### config.mk
export PLATFORM = sky130hd
export DESIGN_NAME = plt_ctrl
export DESIGN_NICKNAME = d
export VERILOG_FILES = /design/src/rtl/plt_pkg.sv /design/src/rtl/plt_ctrl.sv
export SDC_FILE = /design/constraint.sdc
export NUM_CORES = 1
export LEC_CHECK = 0
export BUFFER_PORTS_ARGS = -buffer_cell sky130_fd_sc_hd__clkbuf_2
export CORE_AREA = 2 2 39 41
export CTS_BUF_LIST = sky130_fd_sc_hd__clkbuf_8
export CTS_CLUSTER_DIAMETER = 100
export CTS_CLUSTER_SIZE = 8
export DETAILED_ROUTE_END_ITERATION = 8
export DIE_AREA = 0 0 41 43
export RECOVER_POWER = 100
export SYNTH_ARGS = -nofsm -noshare
export SYNTH_HDL_FRONTEND = slang
export SYNTH_SLANG_ARGS = --single-unit
### constraint.sdc
create_clock -name clock -period 2.2 [get_ports clock]
set_input_delay 0.66 -clock clock [delete_from_list [all_inputs] [get_ports clock]]
set_output_delay 0.66 -clock clock [all_outputs]
set_load 0.02 [all_outputs]
### src/rtl/plt_pkg.sv
// Shared types and constants of the positional list table.
// No dependencies; imported by the interfaces and every module.
`timescale 1ns / 1ps

package plt_pkg;

   localparam int FUNC_W      = 3;
   localparam int POS_W       = 7;
   localparam int CODE_W      = 32;
   localparam int SERV_W      = 8;
   localparam int STATUS_W    = 2;
   localparam int COUNT_OUT_W = 7;
   localparam int SCAN_LANES  = 8;

   localparam logic [FUNC_W-1:0] FUNC_INSERT = 3'd0;
   localparam logic [FUNC_W-1:0] FUNC_MODIFY = 3'd1;
   localparam logic [FUNC_W-1:0] FUNC_REMOVE = 3'd2;
   localparam logic [FUNC_W-1:0] FUNC_FIND   = 3'd3;

   localparam logic [STATUS_W-1:0] STATUS_OK       = 2'd0;
   localparam logic [STATUS_W-1:0] STATUS_FULL     = 2'd1;
   localparam logic [STATUS_W-1:0] STATUS_RANGE    = 2'd2;
   localparam logic [STATUS_W-1:0] STATUS_NOTFOUND = 2'd3;

   typedef struct packed {
      logic capture;
      logic execute;
      logic scan_step;
      logic finish_find;
   } plt_cmd_type;

   typedef struct packed {
      logic is_find;
      logic scan_hit;
      logic scan_last;
   } plt_status_type;

endpackage

### src/rtl/plt_ctrl.sv
// Control state machine of the positional list table.
// Depends on plt_pkg; drives the datapath commands and both handshakes.
`timescale 1ns / 1ps

module plt_ctrl import plt_pkg::*; (
   input  logic           clock,
   input  logic           reset,
   input  logic           req_valid,
   output logic           req_ready,
   output logic           rsp_valid,
   input  logic           rsp_ready,
   input  plt_status_type stat,
   output plt_cmd_type    cmd
);

   localparam logic [1:0] S_IDLE = 2'd0;
   localparam logic [1:0] S_EXEC = 2'd1;
   localparam logic [1:0] S_SCAN = 2'd2;

   logic [1:0] state_ff, state_in;
   logic       rsp_valid_ff, rsp_valid_in;
   logic       out_free;
   logic       load;

   assign out_free  = !rsp_valid_ff || rsp_ready;
   assign rsp_valid = rsp_valid_ff;

   always_comb begin
      state_in  = state_ff;
      cmd       = '0;
      req_ready = 1'b0;
      load      = 1'b0;
      case (state_ff)
         S_IDLE: begin
            req_ready = 1'b1;
            if (req_valid) begin
               cmd.capture = 1'b1;
               state_in    = S_EXEC;
            end
         end
         S_EXEC: begin
            if (stat.is_find) begin
               cmd.execute = 1'b1;
               state_in    = S_SCAN;
            end else if (out_free) begin
               cmd.execute = 1'b1;
               load        = 1'b1;
               state_in    = S_IDLE;
            end
         end
         S_SCAN: begin
            if (stat.scan_hit || stat.scan_last) begin
               if (out_free) begin
                  cmd.finish_find = 1'b1;
                  load            = 1'b1;
                  state_in        = S_IDLE;
               end
            end else begin
               cmd.scan_step = 1'b1;
            end
         end
         default: begin
            state_in = S_IDLE;
         end
      endcase
   end

   assign rsp_valid_in = load ? 1'b1 : (rsp_ready ? 1'b0 : rsp_valid_ff);

   always_ff @(posedge clock) begin
      if (reset) begin
         state_ff     <= S_IDLE;
         rsp_valid_ff <= 1'b0;
      end else begin
         state_ff     <= state_in;
         rsp_valid_ff <= rsp_valid_in;
      end
   end

endmodule

==> parameters.txt <==
Parameter                              Value

Hold path
  Worst min path class ... flip-flop to flip-flop

Timing
  Slew Viols, Final ... 0
  Worst-case hold slack ... about 0.53 ns
  Final Skew ... roughly 0.00074 ns
  Total negative slack ... 0 ns
  Maximum clock rate ... slightly below 0.5 GHz
  Ratio of final minimum period to clock period ... 0.9172
  Worst Max-Slew Pin Slew ... roughly 0.27 ns
  Clock period minus final worst setup slack ... a little over 2 ns
  Final-report setup violation count ... 0
  Tightest slew margin relative to the limit ... 0.8160
  Unrepaired setup endpoints after global routing ... no
  Fin. Hold Viols ... 0

Synth
  Fraction of the yosys area taken by sequential cells ... 0.2424
  Post-synthesis instance total ... 33
  Synth warnings ... 0
  Mean area per synthesized cell ... about 7.5 um2
  Distinct cell type count of the synthesized netlist ... 18
  Register bit count reported by yosys ... 3
  Netlist Area Pre-Place ... 247.7 um2
  Post-synth net total ... between 40 and 50

Power and ir drop
  Maximum vdd ir drop ... 0.2925 mV
  Power density over cell area ... 837.7 mW/mm2
  Gate power share ... 0.286
  Reported net switching power ... about 0.094 mW
  Power share of the sequential group ... 0.224
  Cell internal power dissipation ... around 0.21 mW
  Switching power share of the total ... 0.3067
  Clk pwr share ... 0.490
  Leakage Power ... around 0.17 nW

Floorplan
  CORE AREA ... roughly 0.0014 mm2
  Total Die Area ... between 0.0015 and 0.002 mm2
  Starting Density ... 0.1790
  Die Span Y ... ~43 um
  Horizontal die dimension ... ~41 um
  I/O pin count ... 13
  Placement row count ... 14

Setup path
  Critical path's top delay family ... buffers and inverters
  Series of cell instances along the critical path ... inv_1, ha_1, nor3b_1, clkbuf_1
  Critical Path Start Type ... flip-flop
  Slowest library cell on the worst path ... sky130_fd_sc_hd__dfxtp_1
  Sort of element at the end of the critical path ... output port
  Classification of the worst setup path ... flip-flop to output port
  Worst Path Max Fanout ... 5
  Crit path largest cell delay ... about 0.34 ns
  Count of buffering cells on the critical path with inverters included ... 2
  Data required time of the critical path ... roughly 1.5 ns
  Worst endpoint data arrival time ... roughly 1.4 ns

Drt
  Remaining antenna violation count ... 0
  Post-Route WL ... between 500 and 600 um
  Average via count per standard cell ... between 4 and 5
  Post-route DRC ... 0
  DR iter-0 viols ... 1
  DR pass1 iterations ... 2
  Routed wire length per instance ... around 8.3 um
  Routed via count ... between 200 and 300

Placement
  Instance area after placement ... between 300 and 400 um2
  Final Wtd Congestion ... between 0.6 and 0.7
  Detailed Place HPWL ... 453.1 um
  Count of buffers inserted at the top-level ports ... 12

Layout
  Utilization after layout ... 0.2640
  Layout cells sized above 1 ... 0.1837
  Multi-input gate area in the final layout ... 172.7 um2
  Number of nets in the layout ... between 60 and 70
  Fillers ... 160
  Antenna cells ... 0
  Register Area ... around 60 um2
  Area growth from synthesis to layout ... 47.47%
  Post-layout instance area ... between 300 and 400 um2

Global route
  Largest net degree at the start of global routing ... 6
  Via count of the first global-routing pass ... between 200 and 300
  Combined global-route utilization of all metal layers ... 0.08325
  First-pass GRT wire length ... approximately 970 um
  Gr ovfl total ... 0
  Antenna violations before repair ... 0

Clock network
  Post-CTS setup buffer count ... 0
  Clock network latency to the later pin of the worst-skew pair ... roughly 0.21 ns
  Clock buffer count from CTS ... 3
  Register clock-pin slew on the reported worst setup and hold paths ... roughly 0.030 ns
  CTS resizes ... 0
  Total number of clock tree sinks ... 3
  Maximum clock insertion buffer count ... 2
  CTS tree ... done
  Number of buffers inserted by hold repair at cts ... 0
  Cell chosen for the clock root ... sky130_fd_sc_hd__clkbuf_8
  Depth of the CTS H-tree ... 1

Job
  Max-capacitance violation count ... 0

Status
  Outcome ... finished, final reports clean
-- final timing paths --
kind              depth (start not counted)  slack, ns                      from                       end
setup / recovery                          4       0.18  state_ff[0]$_SDFFE_PP0P_                    cmd[1]
hold / removal                            2       0.53  state_ff[1]$_SDFFE_PP0P_  state_ff[1]$_SDFFE_PP0P_
setup reg to reg                          6       0.58  state_ff[0]$_SDFFE_PP0P_  state_ff[1]$_SDFFE_PP0P_
hold reg to reg                           2       0.53  state_ff[1]$_SDFFE_PP0P_  state_ff[1]$_SDFFE_PP0P_
-- Yosys cell counts (all sizes together) --
library cell	count	area, um2
a21o	1	7.510
nor3b	1	7.510
o21bai	1	7.510
a31oi	1	6.260
nand2b	1	6.260
nor2	5	18.77
inv	4	15.01
nor3	1	5.000
nor2b	1	6.260
o41ai	1	8.760
or3	1	6.260
dfxtp	3	60.06
ha	4	50.05
a21oi	2	10.01
o21ai	3	15.01
nand2	1	3.750
and2	1	6.260
nand3b	1	7.510
-- power by group through the flow --
stage / Combinational (mW) / Sequential, mW / Clock, mW
5_1_grt: 0.101 / 0.0698 / 0.167
4_1_cts: 0.0928 / 0.0684 / 0.155
2_1_floorplan: 0.0624 / 0.0690 / 0
3_3_place_gp: 0.0910 / 0.0692 / 0
6_report: 0.0875 / 0.0686 / 0.150
3_5_place_dp: 0.0921 / 0.0691 / 0
-- tightest hold or removal path, cell delays in order (launching register included) --
cell	delay, ns
sky130_fd_sc_hd__dfxtp_1	0.33
sky130_fd_sc_hd__o21ai_0	0.08
sky130_fd_sc_hd__a21oi_1	0.07
-- per-stage QoR --
step	total power, mW	std cells	worst slack (ns)
floorplan	0.1314	33	0.2997
global placement	0.1601	61	0.3318
detailed placement	0.1612	61	0.3220
CTS	0.3162	65	0.2062
global route	0.3378	65	0.05678
finish	0.3061	65	0.1822
-- state kept, by name, indices dropped and copies added (netlist names) --
signal	count
rsp_valid	1
state_ff	2
-- per-layer routing --
metal	share of wire	track usage	up-vias
li1	-	-	145
met1	0.47	0.08974	114
met2	0.43	0.1188	9
met3	0.098	0.04188	0
met4	0	0.06000	0
met5	0	0	-
-- area by class of cell --
class | count | share of cell area
multi-input cells | 26 | 0.4726
well taps | 16 | 0.05479
repair buffers | 12 | 0.1438
clock inverters | 1 | 0.01027
inverters | 4 | 0.04110
clock buffers | 3 | 0.1130
flip-flops and latches | 3 | 0.1644
-- logic make-up (layout without fill, tap and decap cells) --
family / after synthesis / count (layout) / share of synthesized area
simple gates: 13 / 13 / 0.2728
flops: 3 / 3 / 0.2424
fa+ha+maj: 4 / 4 / 0.2020
compound gates: 9 / 9 / 0.2223
buf+inv: 4 / 20 / 0.06059
-- placed cells by master (no fill, tap or decap) --
cell / netlist / final
sky130_fd_sc_hd__nor3_1: 1 / 1
sky130_fd_sc_hd__nor2_1: 5 / 5
sky130_fd_sc_hd__or3_1: 1 / 1
sky130_fd_sc_hd__nand2_1: 1 / 1
sky130_fd_sc_hd__nand2b_1: 1 / 1
sky130_fd_sc_hd__o41ai_1: 1 / 1
sky130_fd_sc_hd__ha_1: 4 / 4
sky130_fd_sc_hd__a21o_1: 1 / 1
sky130_fd_sc_hd__clkbuf_1: 0 / 6
sky130_fd_sc_hd__nor3b_1: 1 / 1
sky130_fd_sc_hd__o21ai_0: 3 / 3
sky130_fd_sc_hd__a31oi_1: 1 / 1
sky130_fd_sc_hd__inv_1: 4 / 5
sky130_fd_sc_hd__nand3b_1: 1 / 1
sky130_fd_sc_hd__a21oi_1: 2 / 2
sky130_fd_sc_hd__clkbuf_2: 0 / 6
sky130_fd_sc_hd__o21bai_1: 1 / 1
sky130_fd_sc_hd__dfxtp_1: 3 / 3
sky130_fd_sc_hd__clkbuf_8: 0 / 3
sky130_fd_sc_hd__and2_1: 1 / 1
sky130_fd_sc_hd__nor2b_1: 1 / 1
Power figures use the tool's default switching activity.
